**src/hw/rtl/acms_pkg.sv**
```systemverilog
// Shared types, codes and constants of the clutch and motor sequencer.
package acms_pkg;

	localparam int TIME_BITS = 32;
	localparam int CFG_INDEX_BITS = 3;
	localparam int CFG_DATA_BITS = 29;

	localparam logic [1:0] ACT_TICK = 2'd0;
	localparam logic [1:0] ACT_KEY = 2'd1;
	localparam logic [1:0] ACT_FRAME = 2'd2;

	localparam logic [7:0] KEY_UP_LC = 8'h77;      // 'w'
	localparam logic [7:0] KEY_UP_UC = 8'h57;      // 'W'
	localparam logic [7:0] KEY_DOWN_LC = 8'h73;    // 's'
	localparam logic [7:0] KEY_DOWN_UC = 8'h53;    // 'S'
	localparam logic [7:0] KEY_ENGAGE_LC = 8'h65;  // 'e'
	localparam logic [7:0] KEY_ENGAGE_UC = 8'h45;  // 'E'
	localparam logic [7:0] KEY_SPACE = 8'h20;      // ' '
	localparam logic [7:0] KEY_RELEASE_LC = 8'h78; // 'x'
	localparam logic [7:0] KEY_RELEASE_UC = 8'h58; // 'X'

	localparam logic [7:0] REPORT_TYPE_POSITION = 8'd152;
	localparam logic [3:0] REPORT_LENGTH = 4'd8;
	localparam logic [12:0] HOME_POSITION = 13'd600;

	localparam logic [28:0] RST_REPORT_FRAME_ID = 29'h00FF0001;
	localparam logic [15:0] RST_LEAD_TIME_MS = 16'd25;
	localparam logic [15:0] RST_KEY_TIMEOUT_MS = 16'd800;
	localparam logic [11:0] RST_STEP_COUNTS = 12'd100;
	localparam logic [12:0] RST_POSITION_MIN = 13'd550;
	localparam logic [12:0] RST_POSITION_MAX = 13'd3450;
	localparam logic [15:0] RST_FRESH_WINDOW_MS = 16'd500;

	typedef enum logic [CFG_INDEX_BITS-1:0] {
		CFG_REPORT_FRAME_ID = 3'd0,
		CFG_LEAD_TIME_MS    = 3'd1,
		CFG_KEY_TIMEOUT_MS  = 3'd2,
		CFG_STEP_COUNTS     = 3'd3,
		CFG_POSITION_MIN    = 3'd4,
		CFG_POSITION_MAX    = 3'd5,
		CFG_FRESH_WINDOW_MS = 3'd6
	} cfg_index_t;

	typedef struct packed {
		logic [28:0] report_frame_id;
		logic [15:0] lead_time_ms;
		logic [15:0] key_timeout_ms;
		logic [11:0] step_counts;
		logic [12:0] position_min;
		logic [12:0] position_max;
		logic [15:0] fresh_window_ms;
	} cfg_t;

	typedef struct packed {
		logic [1:0]  action;
		logic [7:0]  key_code;
		logic        frame_extended;
		logic [28:0] frame_id;
		logic [3:0]  frame_length;
		logic [7:0]  report_type;
		logic [15:0] shaft_counts;
		logic [7:0]  error_flags;
		logic [15:0] current_ma;
	} item_t;

	typedef struct packed {
		logic [7:0]  cmd_position_low;
		logic [7:0]  cmd_flags_position_high;
		logic [12:0] target_position;
		logic        engage_wanted;
		logic        clutch_on;
		logic        motor_on;
		logic        link_alive;
		logic        report_live;
		logic [15:0] last_shaft;
		logic [15:0] last_current;
		logic [7:0]  last_errors;
	} result_t;

endpackage

```
**src/hw/rtl/acms_cfg_regs.sv**
```systemverilog
// Configuration register file of the clutch and motor sequencer.
module acms_cfg_regs (
	input  logic                               clk,
	input  logic                               arst_n,
	input  logic                               wr_en,
	input  logic [acms_pkg::CFG_INDEX_BITS-1:0] wr_index,
	input  logic [acms_pkg::CFG_DATA_BITS-1:0]  wr_data,
	output acms_pkg::cfg_t                     cfg
);

	acms_pkg::cfg_t cfg_q;

	always_ff @(posedge clk or negedge arst_n) begin
		if (!arst_n) begin
			cfg_q.report_frame_id <= acms_pkg::RST_REPORT_FRAME_ID;
			cfg_q.lead_time_ms <= acms_pkg::RST_LEAD_TIME_MS;
			cfg_q.key_timeout_ms <= acms_pkg::RST_KEY_TIMEOUT_MS;
			cfg_q.step_counts <= acms_pkg::RST_STEP_COUNTS;
			cfg_q.position_min <= acms_pkg::RST_POSITION_MIN;
			cfg_q.position_max <= acms_pkg::RST_POSITION_MAX;
			cfg_q.fresh_window_ms <= acms_pkg::RST_FRESH_WINDOW_MS;
		end else if (wr_en) begin
			case (acms_pkg::cfg_index_t'(wr_index))
				acms_pkg::CFG_REPORT_FRAME_ID: cfg_q.report_frame_id <= wr_data;
				acms_pkg::CFG_LEAD_TIME_MS:    cfg_q.lead_time_ms <= wr_data[15:0];
				acms_pkg::CFG_KEY_TIMEOUT_MS:  cfg_q.key_timeout_ms <= wr_data[15:0];
				acms_pkg::CFG_STEP_COUNTS:     cfg_q.step_counts <= wr_data[11:0];
				acms_pkg::CFG_POSITION_MIN:    cfg_q.position_min <= wr_data[12:0];
				acms_pkg::CFG_POSITION_MAX:    cfg_q.position_max <= wr_data[12:0];
				acms_pkg::CFG_FRESH_WINDOW_MS: cfg_q.fresh_window_ms <= wr_data[15:0];
				default: begin
				end
			endcase
		end
	end

	assign cfg = cfg_q;

endmodule

```
**src/hw/rtl/acms_core.sv**
```systemverilog
// Sequencer state and the single-pass update that one item makes to it.
module acms_core (
	input  logic              clk,
	input  logic              arst_n,
	input  logic              go,
	input  acms_pkg::item_t   item,
	input  acms_pkg::cfg_t    cfg,
	output acms_pkg::result_t result
);

	localparam int TB = acms_pkg::TIME_BITS;

	logic [TB-1:0] now_q, stage_time_q, last_key_q, last_frame_q, last_report_q;
	logic          have_report_q;
	logic [15:0]   shaft_q, current_q;
	logic [7:0]    errors_q;
	logic [12:0]   target_q;
	logic          want_q, clutch_q, motor_q;

	logic [TB-1:0] now_n, stage_time_n, last_key_n, last_frame_n, last_report_n;
	logic          have_report_n;
	logic [15:0]   shaft_n, current_n;
	logic [7:0]    errors_n;
	logic [12:0]   target_n, counts;
	logic          want_a, want_n, clutch_n, motor_n;
	logic          frame_hit, report_hit, lead_done;
	logic [TB-1:0] key_age, stage_age, frame_age, report_age;

	// Clamp, testing the minimum first: a value below the minimum gets it, even when it lies above the maximum.
	function automatic logic [12:0] clamp_pos(input logic signed [17:0] v,
		input logic [12:0] lo, input logic [12:0] hi);
		logic signed [17:0] lo_s, hi_s;
		lo_s = $signed({5'b0, lo});
		hi_s = $signed({5'b0, hi});
		if (v < lo_s) return lo;
		else if (v > hi_s) return hi;
		else return v[12:0];
	endfunction

	always_comb begin
		now_n = now_q + TB'(item.action == acms_pkg::ACT_TICK);
		last_key_n = last_key_q;
		target_n = target_q;
		want_a = want_q;
		if (item.action == acms_pkg::ACT_KEY) begin
			last_key_n = now_q;
			case (item.key_code)
				acms_pkg::KEY_UP_LC, acms_pkg::KEY_UP_UC: begin
					want_a = 1'b1;
					target_n = clamp_pos($signed({5'b0, target_q}) + $signed({6'b0, cfg.step_counts}),
						cfg.position_min, cfg.position_max);
				end
				acms_pkg::KEY_DOWN_LC, acms_pkg::KEY_DOWN_UC: begin
					want_a = 1'b1;
					target_n = clamp_pos($signed({5'b0, target_q}) - $signed({6'b0, cfg.step_counts}),
						cfg.position_min, cfg.position_max);
				end
				acms_pkg::KEY_ENGAGE_LC, acms_pkg::KEY_ENGAGE_UC, acms_pkg::KEY_SPACE: begin
					want_a = 1'b1;
					if (have_report_q)
						target_n = clamp_pos($signed({2'b0, shaft_q}),
							cfg.position_min, cfg.position_max);
				end
				acms_pkg::KEY_RELEASE_LC, acms_pkg::KEY_RELEASE_UC: want_a = 1'b0;
				default: begin
				end
			endcase
		end

		frame_hit = (item.action == acms_pkg::ACT_FRAME) && item.frame_extended &&
			(item.frame_id == cfg.report_frame_id);
		report_hit = frame_hit && (item.frame_length == acms_pkg::REPORT_LENGTH) &&
			(item.report_type == acms_pkg::REPORT_TYPE_POSITION);
		last_frame_n = frame_hit ? now_q : last_frame_q;
		last_report_n = report_hit ? now_q : last_report_q;
		have_report_n = have_report_q | report_hit;
		shaft_n = report_hit ? item.shaft_counts : shaft_q;
		current_n = report_hit ? item.current_ma : current_q;
		errors_n = report_hit ? item.error_flags : errors_q;

		// Deadman: a stale operator drops the engage request.
		key_age = now_n - last_key_n;
		want_n = want_a && !(key_age > TB'(cfg.key_timeout_ms));

		// At most one clutch or motor transition per item.
		stage_age = now_n - stage_time_q;
		lead_done = stage_age >= TB'(cfg.lead_time_ms);
		stage_time_n = stage_time_q;
		clutch_n = clutch_q;
		motor_n = motor_q;
		if (want_n) begin
			if (!clutch_q) begin
				clutch_n = 1'b1;
				stage_time_n = now_n;
			end else if (!motor_q && lead_done) begin
				motor_n = 1'b1;
			end
		end else begin
			if (motor_q) begin
				motor_n = 1'b0;
				stage_time_n = now_n;
			end else if (clutch_q && lead_done) begin
				clutch_n = 1'b0;
			end
		end

		frame_age = now_n - last_frame_n;
		report_age = now_n - last_report_n;
		counts = clamp_pos($signed({5'b0, target_n}), cfg.position_min, cfg.position_max);

		result.cmd_position_low = counts[7:0];
		result.cmd_flags_position_high = {clutch_n, motor_n, 1'b0, counts[12:8]};
		result.target_position = counts;
		result.engage_wanted = want_n;
		result.clutch_on = clutch_n;
		result.motor_on = motor_n;
		result.link_alive = frame_age < TB'(cfg.fresh_window_ms);
		result.report_live = have_report_n && (report_age < TB'(cfg.fresh_window_ms));
		result.last_shaft = shaft_n;
		result.last_current = current_n;
		result.last_errors = errors_n;
	end

	always_ff @(posedge clk or negedge arst_n) begin
		if (!arst_n) begin
			now_q <= '0;
			stage_time_q <= '0;
			last_key_q <= '0;
			last_frame_q <= '0;
			last_report_q <= '0;
			have_report_q <= 1'b0;
			shaft_q <= '0;
			current_q <= '0;
			errors_q <= '0;
			target_q <= acms_pkg::HOME_POSITION;
			want_q <= 1'b0;
			clutch_q <= 1'b0;
			motor_q <= 1'b0;
		end else if (go) begin
			now_q <= now_n;
			stage_time_q <= stage_time_n;
			last_key_q <= last_key_n;
			last_frame_q <= last_frame_n;
			last_report_q <= last_report_n;
			have_report_q <= have_report_n;
			shaft_q <= shaft_n;
			current_q <= current_n;
			errors_q <= errors_n;
			target_q <= target_n;
			want_q <= want_n;
			clutch_q <= clutch_n;
			motor_q <= motor_n;
		end
	end

	// The motor never runs with the clutch open.
	a_motor_needs_clutch: assert property (@(posedge clk) disable iff (!arst_n)
		motor_q |-> clutch_q) else $error("motor on with clutch off");

	// The motor starts only after the clutch was already closed.
	a_motor_after_clutch: assert property (@(posedge clk) disable iff (!arst_n)
		$rose(motor_q) |-> $past(clutch_q) && want_q)
		else $error("motor started without a closed clutch");

	// The clutch opens only without an engage request and with the motor off.
	a_clutch_release: assert property (@(posedge clk) disable iff (!arst_n)
		$fell(clutch_q) |-> !want_q && !$past(motor_q))
		else $error("clutch opened while engaged or motor running");

	// Time advances by at most one millisecond per update.
	a_time_step: assert property (@(posedge clk) disable iff (!arst_n)
		!$stable(now_q) |-> now_q == $past(now_q) + TB'(1))
		else $error("millisecond counter jumped");

endmodule

```
**src/hw/rtl/actuator_clutch_motor_sequencer_unit.sv**
```systemverilog
// Top level of the clutch and motor sequencer: ports, input stage and result register.
//
// The unit keeps a target position for a linear actuator and stages its clutch and motor
// enables: on engage the clutch closes first and the motor follows once lead_time_ms
// ticks have passed; on release the motor stops first and the clutch opens after the same
// lead time. Each item is a one millisecond tick (action 0), an operator key byte
// (action 1) or a received frame (action 2); action 3 changes nothing but still runs the
// deadman and staging checks. The keys w/W and s/S step the target by step_counts and
// request engage, e/E and space request engage and, once a report is held, copy the
// clamped shaft position, x/X drops the request, and every key refreshes the deadman
// timer, which drops the request once more than key_timeout_ms ticks pass with no key. Only
// extended frames with the report_frame_id identifier count: they refresh link_alive,
// and an eight-byte frame of type 152 also stores shaft, error and current data. Every
// item yields exactly one result item. An item is taken into the input register when it
// is accepted, and its result is registered in the result register when the item leaves
// the input register. The unit sustains one item per clock while the result side does
// not stall, since the sequencer state registers are read and updated in one pass. The
// input stalls only while both the input register and the result register are full and
// the result side stalls. The configuration port is always ready and is meant to be
// written while no item is in flight. Directly after reset link_alive reads 1 until
// fresh_window_ms ticks have passed, since the frame time stamp starts at zero.
module actuator_clutch_motor_sequencer_unit (
	input  logic                                clk,
	input  logic                                arst_n,

	input  logic                                cfg_valid,
	output logic                                cfg_ready,
	input  logic [acms_pkg::CFG_INDEX_BITS-1:0] cfg_index,
	input  logic [acms_pkg::CFG_DATA_BITS-1:0]  cfg_data,

	input  logic                                item_valid,
	output logic                                item_stall,
	input  logic [1:0]                          action,
	input  logic [7:0]                          key_code,
	input  logic                                frame_extended,
	input  logic [28:0]                         frame_id,
	input  logic [3:0]                          frame_length,
	input  logic [7:0]                          report_type,
	input  logic [15:0]                         shaft_counts,
	input  logic [7:0]                          error_flags,
	input  logic [15:0]                         current_ma,

	output logic                                result_valid,
	input  logic                                result_stall,
	output logic [7:0]                          cmd_position_low,
	output logic [7:0]                          cmd_flags_position_high,
	output logic [12:0]                         target_position,
	output logic                                engage_wanted,
	output logic                                clutch_on,
	output logic                                motor_on,
	output logic                                link_alive,
	output logic                                report_live,
	output logic [15:0]                         last_shaft,
	output logic [15:0]                         last_current,
	output logic [7:0]                          last_errors
);

	acms_pkg::cfg_t    cfg;
	acms_pkg::item_t   item_s1;
	logic              item_valid_s1;
	acms_pkg::result_t result_s2;
	logic              result_valid_s2;
	acms_pkg::result_t core_result;
	logic              advance;

	// The configuration registers take a write in every cycle.
	assign cfg_ready = 1'b1;

	acms_cfg_regs u_cfg (
		.clk      (clk),
		.arst_n   (arst_n),
		.wr_en    (cfg_valid && cfg_ready),
		.wr_index (cfg_index),
		.wr_data  (cfg_data),
		.cfg      (cfg)
	);

	// The item in the input register is processed when the result register can take it.
	assign advance = item_valid_s1 && (!result_valid_s2 || !result_stall);
	assign item_stall = item_valid_s1 && !advance;

	always_ff @(posedge clk or negedge arst_n) begin
		if (!arst_n) begin
			item_valid_s1 <= 1'b0;
		end else if (!item_stall) begin
			item_valid_s1 <= item_valid;
		end
	end

	always_ff @(posedge clk) begin
		if (!item_stall && item_valid) begin
			item_s1.action <= action;
			item_s1.key_code <= key_code;
			item_s1.frame_extended <= frame_extended;
			item_s1.frame_id <= frame_id;
			item_s1.frame_length <= frame_length;
			item_s1.report_type <= report_type;
			item_s1.shaft_counts <= shaft_counts;
			item_s1.error_flags <= error_flags;
			item_s1.current_ma <= current_ma;
		end
	end

	acms_core u_core (
		.clk    (clk),
		.arst_n (arst_n),
		.go     (advance),
		.item   (item_s1),
		.cfg    (cfg),
		.result (core_result)
	);

	always_ff @(posedge clk or negedge arst_n) begin
		if (!arst_n) begin
			result_valid_s2 <= 1'b0;
		end else if (advance) begin
			result_valid_s2 <= 1'b1;
		end else if (!result_stall) begin
			result_valid_s2 <= 1'b0;
		end
	end

	always_ff @(posedge clk) begin
		if (advance) begin
			result_s2 <= core_result;
		end
	end

	assign result_valid = result_valid_s2;
	assign cmd_position_low = result_s2.cmd_position_low;
	assign cmd_flags_position_high = result_s2.cmd_flags_position_high;
	assign target_position = result_s2.target_position;
	assign engage_wanted = result_s2.engage_wanted;
	assign clutch_on = result_s2.clutch_on;
	assign motor_on = result_s2.motor_on;
	assign link_alive = result_s2.link_alive;
	assign report_live = result_s2.report_live;
	assign last_shaft = result_s2.last_shaft;
	assign last_current = result_s2.last_current;
	assign last_errors = result_s2.last_errors;

endmodule

```
**config.mk**
```make
export PLATFORM = sky130hd
export DESIGN_NAME = actuator_clutch_motor_sequencer_unit
export DESIGN_NICKNAME = d
export VERILOG_FILES = /design/src/hw/rtl/acms_pkg.sv /design/src/hw/rtl/acms_cfg_regs.sv /design/src/hw/rtl/acms_core.sv /design/src/hw/rtl/actuator_clutch_motor_sequencer_unit.sv
export SDC_FILE = /design/constraint.sdc
export NUM_CORES = 1
export LEC_CHECK = 0
export BUFFER_PORTS_ARGS = -buffer_cell sky130_fd_sc_hd__buf_4
export CAP_MARGIN = 5
export CORE_ASPECT_RATIO = 1.1
export CORE_UTILIZATION = 55
export DETAILED_ROUTE_END_ITERATION = 7
export PLACE_DENSITY = 0.85
export SLEW_MARGIN = 30
export SYNTH_ARGS = -nofsm -noshare
export SYNTH_HDL_FRONTEND = slang
export SYNTH_SLANG_ARGS = --single-unit
```
**constraint.sdc**
```tcl
create_clock -name clk -period 6.45 [get_ports clk]
set_input_delay 1.29 -clock clk [delete_from_list [all_inputs] [get_ports clk]]
set_output_delay 1.29 -clock clk [all_outputs]
set_load 0.01 [all_outputs]
```
## Yosys cells after proc, flatten, opt, wreduce, memory -nomap -nowiden

Index checks and enable logic that the tools add are counted.

| operators by class | value |
|---|---|
| $add $sub $neg | 7 |
| multipliers | 0 |
| divide/modulo/power cells | 0 |
| order comparisons | 12 |
| eq/ne operators | 22 |
| shift-type cells | 0 |
| mux-type cells | 30 |
| bitwise operators | 1 |
| reductions and logical operators | 34 |

Operators with widths:

| kind | number |
|---|---|
| 2-to-1 mux 32 bit | 6 |
| 2-to-1 mux 13 bit | 10 |
| subtractor 32 bit | 4 |
| == test 8 x 7 -> 1 bit, second input constant | 8 |
| < comparator 32 x 16 -> 1 bit | 2 |
| one-hot mux 13 bit (3 select lines) | 1 |
| greater-than comparator 18 x 14 -> 1 bit | 2 |
| < comparator 18 x 14 -> 1 bit | 2 |
| adder 32 x 1 -> 32 bit | 1 |
| greater-or-equal comparator 32 x 16 -> 1 bit | 1 |
| greater-than comparator 32 x 16 -> 1 bit | 1 |
| 2-to-1 mux 16 bit | 2 |
| == test 29 bit | 1 |
| greater-than comparator 16 x 13 -> 1 bit | 1 |
| < comparator 16 x 13 -> 1 bit | 1 |
| adder 13 x 12 -> 14 bit | 1 |
| AND reduction 2 bit | 7 |
| subtractor 13 x 12 -> 14 bit | 1 |
| greater-than comparator 13 bit | 1 |
| < comparator 13 bit | 1 |
| logical AND 1 bit | 11 |
| == test 3 bit, second input constant | 3 |
| 2-to-1 mux 1 bit | 9 |
| == test 8 x 6 -> 1 bit, second input constant | 1 |
| other kinds (20) | 28 |

| storage, ports and cells | value |
|---|---|
| register bits | 499 |
| bits in latches | 0 |
| RAM bits | 0 |
| memory bits (read-only) | 0 |
| bits of input ports | 129 |
| output and inout bits | 77 |
| logic and storage cells | 148 |
| memories kept | 0 |

## Logic depth before layout (Yosys ltp)

| depth | value |
|---|---|
| depth in word-level cells | 9 |
| gate-level depth with buffers | 35 |
| mapped depth without buffers | 32 |

## By module

From an unflattened synthesis, not the netlist that was laid out.

| unflattened totals | value |
|---|---|
| cell total of the unflattened synthesis | 3424 |
| area total of the unflattened synthesis | 34614.4 um2 |

Modules (own cells, without submodules):

| module | instances | cells each | area each (um2) | sequential area each (um2) |
|---|---|---|---|---|
| acms_core | 1 | 3000 | 25146.6 | 5435.2 |
| actuator_clutch_motor_sequencer_unit | 1 | 176 | 5088.6 | 5034.8 |
| acms_cfg_regs | 1 | 248 | 4379.2 | 2922.8 |

## Least setup slack after synthesis

OpenSTA, ideal clock, no wires.

| timing | value |
|---|---|
| path kind | reg2reg |
| start point | reg u_cfg.cfg_q, in the netlist u_cfg.cfg[44] |
| end point | reg result_s2, in the netlist cmd_position_low[0] (data pin) |
| library setup time | 0.264 ns |
| data arrival time | 6.345 ns |
| required time | 6.186 ns |
| setup slack | -0.159 ns |
| cell stages (with the launch flop) | 33 |
| path buffers | 3 |
| period minus slack after synthesis | 6.609 ns |
| path through | dfstp_2 inv_1 ha_1 clkbuf_1 nor2b_1 o31a_1 o41ai_1 o21ai_0 a21oi_1 xor2_1 ha_1 nand3_1 or2_2 nor3_1 inv_1 o21ai_0 clkbuf_1 mux2i_1 a32oi_1 o221ai_1 a22o_1 ha_1 nor2b_1 o21a_1 o21ai_0 nand2b_1 a21oi_1 o211ai_1 a221o_1 o41a_1 clkbuf_1 o31ai_1 o21ai_1 |

RTL lines:

| what | line | text |
|---|---|---|
| start, declared | acms_cfg_regs.sv:11 | `acms_pkg::cfg_t cfg_q;` |
| end signal, assigned | actuator_clutch_motor_sequencer_unit.sv:125 | `result_s2 <= core_result;` |
| end, declared | actuator_clutch_motor_sequencer_unit.sv:61 | `acms_pkg::result_t result_s2;` |

==> impl_metrics.py <==
metrics = {
    "detailed_routing": {
        "dr.pass1.iters": 8,
        "first_iter_violations": 2439,
        "dr_wl_met3_um": 7360,
        "vias_per_cell": 6.28,
        "drt-total-wl_um": 101000,
        "ant_nets": 0,
        "routed-via-count": 27946,
        "wl_per_cell_um": 22.6,
        "route.detailed.drc": 8,
        "highest_layer": "met4",
        "m1WireLength_um": 37700,
        "met2_length_um": 48400,
    },
    "global_route": {
        "grt_overflow_total": 0,
        "grt_pass1_vias": 27266,
        "grtUsageTotal_pct": 31.9,
        "grt_pass1_wl_um": 149000,
        "grt_start_max_net_pins": 158,
        "antenna_found_initial": 2,
    },
    "synthesis": {
        "synth.distinct_cells": 96,
        "synth_top_area_cell": "dfrtp_1",
        "synth_edf_count": 150,
        "async_reset_ff_share_pct": 69.0,
        "ys_ff_latch": 484,
        "yosysMostFrequentCell": "ha_1",
        "synth_nets": 3710,
        "ys_seq_area_share_pct": 39.7,
        "synthTopCellsByCount": "ha_1 (312), nand2_1 (297), dfrtp_1 (294), o21ai_0 (230), a21oi_1 (195)",
        "netlist_instances": 3263,
        "yosys-top-cells-area": "dfrtp_1 (23%), edfxtp_1 (14%), ha_1 (12%), mux2_2 (6.6%), mux2i_1 (3.7%)",
        "synthesis.area_sq_um": 32500,
        "synth_top_area_share_pct": 22.6,
        "synth_ff_type": "dfrtp_1",
        "yosysWarnings": 0,
        "syn_area_per_cell_sq_um": 9.97,
    },
    "worst_setup_path": {
        "critPathCaptureType": "flip-flop",
        "reg2reg_from": "u_cfg.cfg[86]",
        "crit_cells": 27,
        "cp-startpoint": "u_cfg.cfg[86]",
        "crit_type": "flip-flop to flip-flop",
        "crit_required_ns": 6.93,
        "rr_worst_depth": 27,
        "cp_max_fo": 4,
        "startpoint_type": "flip-flop",
        "cp_top_family": "compound AO/OA/AOI/OAI gates",
        "cp_common_cell": "nand4_1",
        "worst-path-buf-inv": 1,
        "critical_path_arrival_ns": 6.92,
        "max_stage_delay_ns": 0.56,
        "cp_slowest_cell": "dfstp_2",
    },
    "sta": {
        "hold_viol_final": 0,
        "finalCritPeriodShare_pct": 99.8,
        "layout_setup_ws_ns": 0.00978,
        "worstMarginPinSlew_ns": 1.06,
        "maxSlewHeadroom_pct": 29.4,
        "fin_setup_tns_ns": 0,
        "max_freq_ghz": 0.155,
        "final-max-slew-violation-count": 0,
        "setup_viol": 0,
        "period_needed_ns": 6.44,
        "fin_skew_ns": 0.0790,
        "rsz0062_at_grt": "yes",
    },
    "pwr": {
        "power_switching_uw": 4440,
        "p_leak_uw": 0.0182,
        "powerDensity_nw_per_um2": 308,
        "p_sw_share_pct": 36.8,
        "power_frac_comb_pct": 44.5,
        "internal-power_uw": 7620,
        "seq_power_share_pct": 30.5,
        "max-vdd-ir-drop_mv": 0.203,
        "pwr-share-clk_pct": 25.1,
    },
    "clocking": {
        "clk_path_buf_depth": 3,
        "cts.clk_slew.worst_paths_ns": 0.07,
        "h-tree-depth": 2,
        "cts_hold_repair.buffers": 0,
        "cts_sinks": 484,
        "clk_latency_ns": 0.65,
        "numCtsBuffers": 52,
        "cts_root_buffer": "clkbuf_16",
        "cts_tree": "built",
    },
    "die": {
        "rows": 93,
        "initial_utilization_pct": 55.6,
        "dieArea_sq_um": 60200,
        "ioPinCount": 206,
        "fp.dieH_um": 257,
        "die_w_um": 234,
        "core_area_sq_um": 58500,
    },
    "outcome": {
        "status": "finished, violations left",
        "violations": "design-rule violations",
    },
    "final_layout": {
        "drive_above_1_share_pct": 25.7,
        "area_growth_syn_to_layout_pct": 20.3,
        "layout.nets": 4098,
    },
    "placement": {
        "gp_congestion": 0.978,
        "pre_cts_ws_ns": -0.369,
        "dpl.hpwl_um": 70000,
        "port_buffers": 203,
    },
    "min_path": {
        "hold_depth": 2,
        "hp-class": "flip-flop to flip-flop",
        "hp-start": "u_core.last_frame_q[13]",
    },
    "flow_run": {
        "drv_cap": 0,
    },
}
-- placed cells by master (no fill, tap or decap), types with 13 or more instances in the layout --
cell type,synthesis,layout
nor3_1,46,41
nand3_1,74,71
edfxtp_1,150,150
o21ai_0,230,210
a21oi_1,195,189
dfrtp_1,294,293
nand2_1,297,294
nor4_1,22,16
mux2i_1,119,117
ha_1,312,302
buf_4,18,456
nor2_1,163,155
o21a_1,43,43
mux2_1,22,19
inv_1,186,181
o211ai_1,29,29
a31oi_1,21,18
a21o_1,76,76
nor2b_1,36,34
nand2b_1,44,42
o21ai_1,6,21
xor2_1,82,76
mux2_2,190,189
dfstp_2,40,40
xnor2_1,107,99
or2_2,15,13
a211oi_1,23,18
nand4_1,45,45
clkbuf_16,0,56
-- sequential cells by signal, summed over array words and instances, names as in the netlist, 2 cells and up --
signal	cells
cmd_position_low	7
u_cfg.cfg	115
u_core.current_q	16
item_s1	92
target_position	5
u_core.last_report_q	32
last_current	16
u_core.last_key_q	32
u_core.shaft_q	16
last_shaft	16
last_errors	8
u_core.now_q	32
cmd_flags_position_high	2
u_core.last_frame_q	32
u_core.target_q	13
u_core.errors_q	8
u_core.stage_time_q	32
-- routing by layer --
metal	global-route usage (%)	vias to the layer above
met2	53.4	1371
met5	0	-
li1	-	12616
met3	4.91	457
met1	38.6	13502
met4	18.6	0
-- cells by family (layout without fill, tap and decap cells) --
| kind of cell | Yosys count | in the layout | share of synthesized area (%) |
|---|---|---|---|
| AOI/OAI and AO/OA | 776 | 776 | 15.0 |
| buffers and inverters | 327 | 755 | 4.08 |
| xor gates and xnor gates | 190 | 190 | 5.14 |
| muxes | 340 | 340 | 11.4 |
| and+or+nand+nor | 826 | 826 | 12.3 |
| other | 2 | 3 | 0.0231 |
| DFF | 484 | 484 | 39.7 |
| adders and majority gates | 318 | 318 | 12.4 |
-- power groups by stage --
stage,Combinational (uW),Clock [uW],Sequential (uW)
6_report,5360,3020,3680
4_1_cts,4930,3020,3660
5_1_grt,5860,3160,3700
2_1_floorplan,3320,0,3650
3_5_place_dp,4830,0,3710
3_3_place_gp,4680,0,3690
-- metrics by stage --
stage	hold slack (ns)	area [sq um]	utilization [%]	instances	power [uW]
5_1_grt	0.502	39100	66.9	4452	12700
3_5_place_dp	0.470	36200	61.9	4314	8540
4_1_cts	0.483	38000	65.0	4411	11600
3_3_place_gp	0.457	36200	61.9	4314	8370
6_report	0.478	39100	66.9	4452	12100
2_1_floorplan	0.442	32600	-	3263	6970
-- worst min-delay path: cells and delay by family (launching register included) --
family,cells,cell delay [ns]
AO/OA/AOI/OAI,1,0.06
AND/OR/NAND/NOR,1,0.04
flip-flops,1,0.34
-- cell type report --
cell class,instances,area (sq um)
Sequential cell,484,12900
Multi-Input combinational cell,2452,19200
Timing Repair Buffer,475,3730
Tap cell,760,951
Antenna cell,1,2.50
Clock buffer,66,1440
Fill cell,4090,19400
Inverter,186,701
Clock inverter,28,259
-- repair_timing --
action	4_1_cts	5_1_grt
setup buffers	3	34
pin swaps	5	70
endpoints found under the setup margin	48	50
cloned	0	5
gates resized for setup	27	158
-- final timing paths --
| check | to | slack, ns |
|---|---|---|
| min in group asynchronous | u_core.shaft_q[1] | 0.57 |
| worst min register to register | u_core.last_frame_q[13] | 0.48 |
| worst min-delay path | u_core.last_frame_q[13] | 0.48 |
| worst max-delay path | report_live | 0.01 |
| worst max register to register | report_live | 0.01 |
| max in group asynchronous | u_core.last_key_q[23] | 4.53 |
Note: power is estimated with default switching activity, not from simulation.
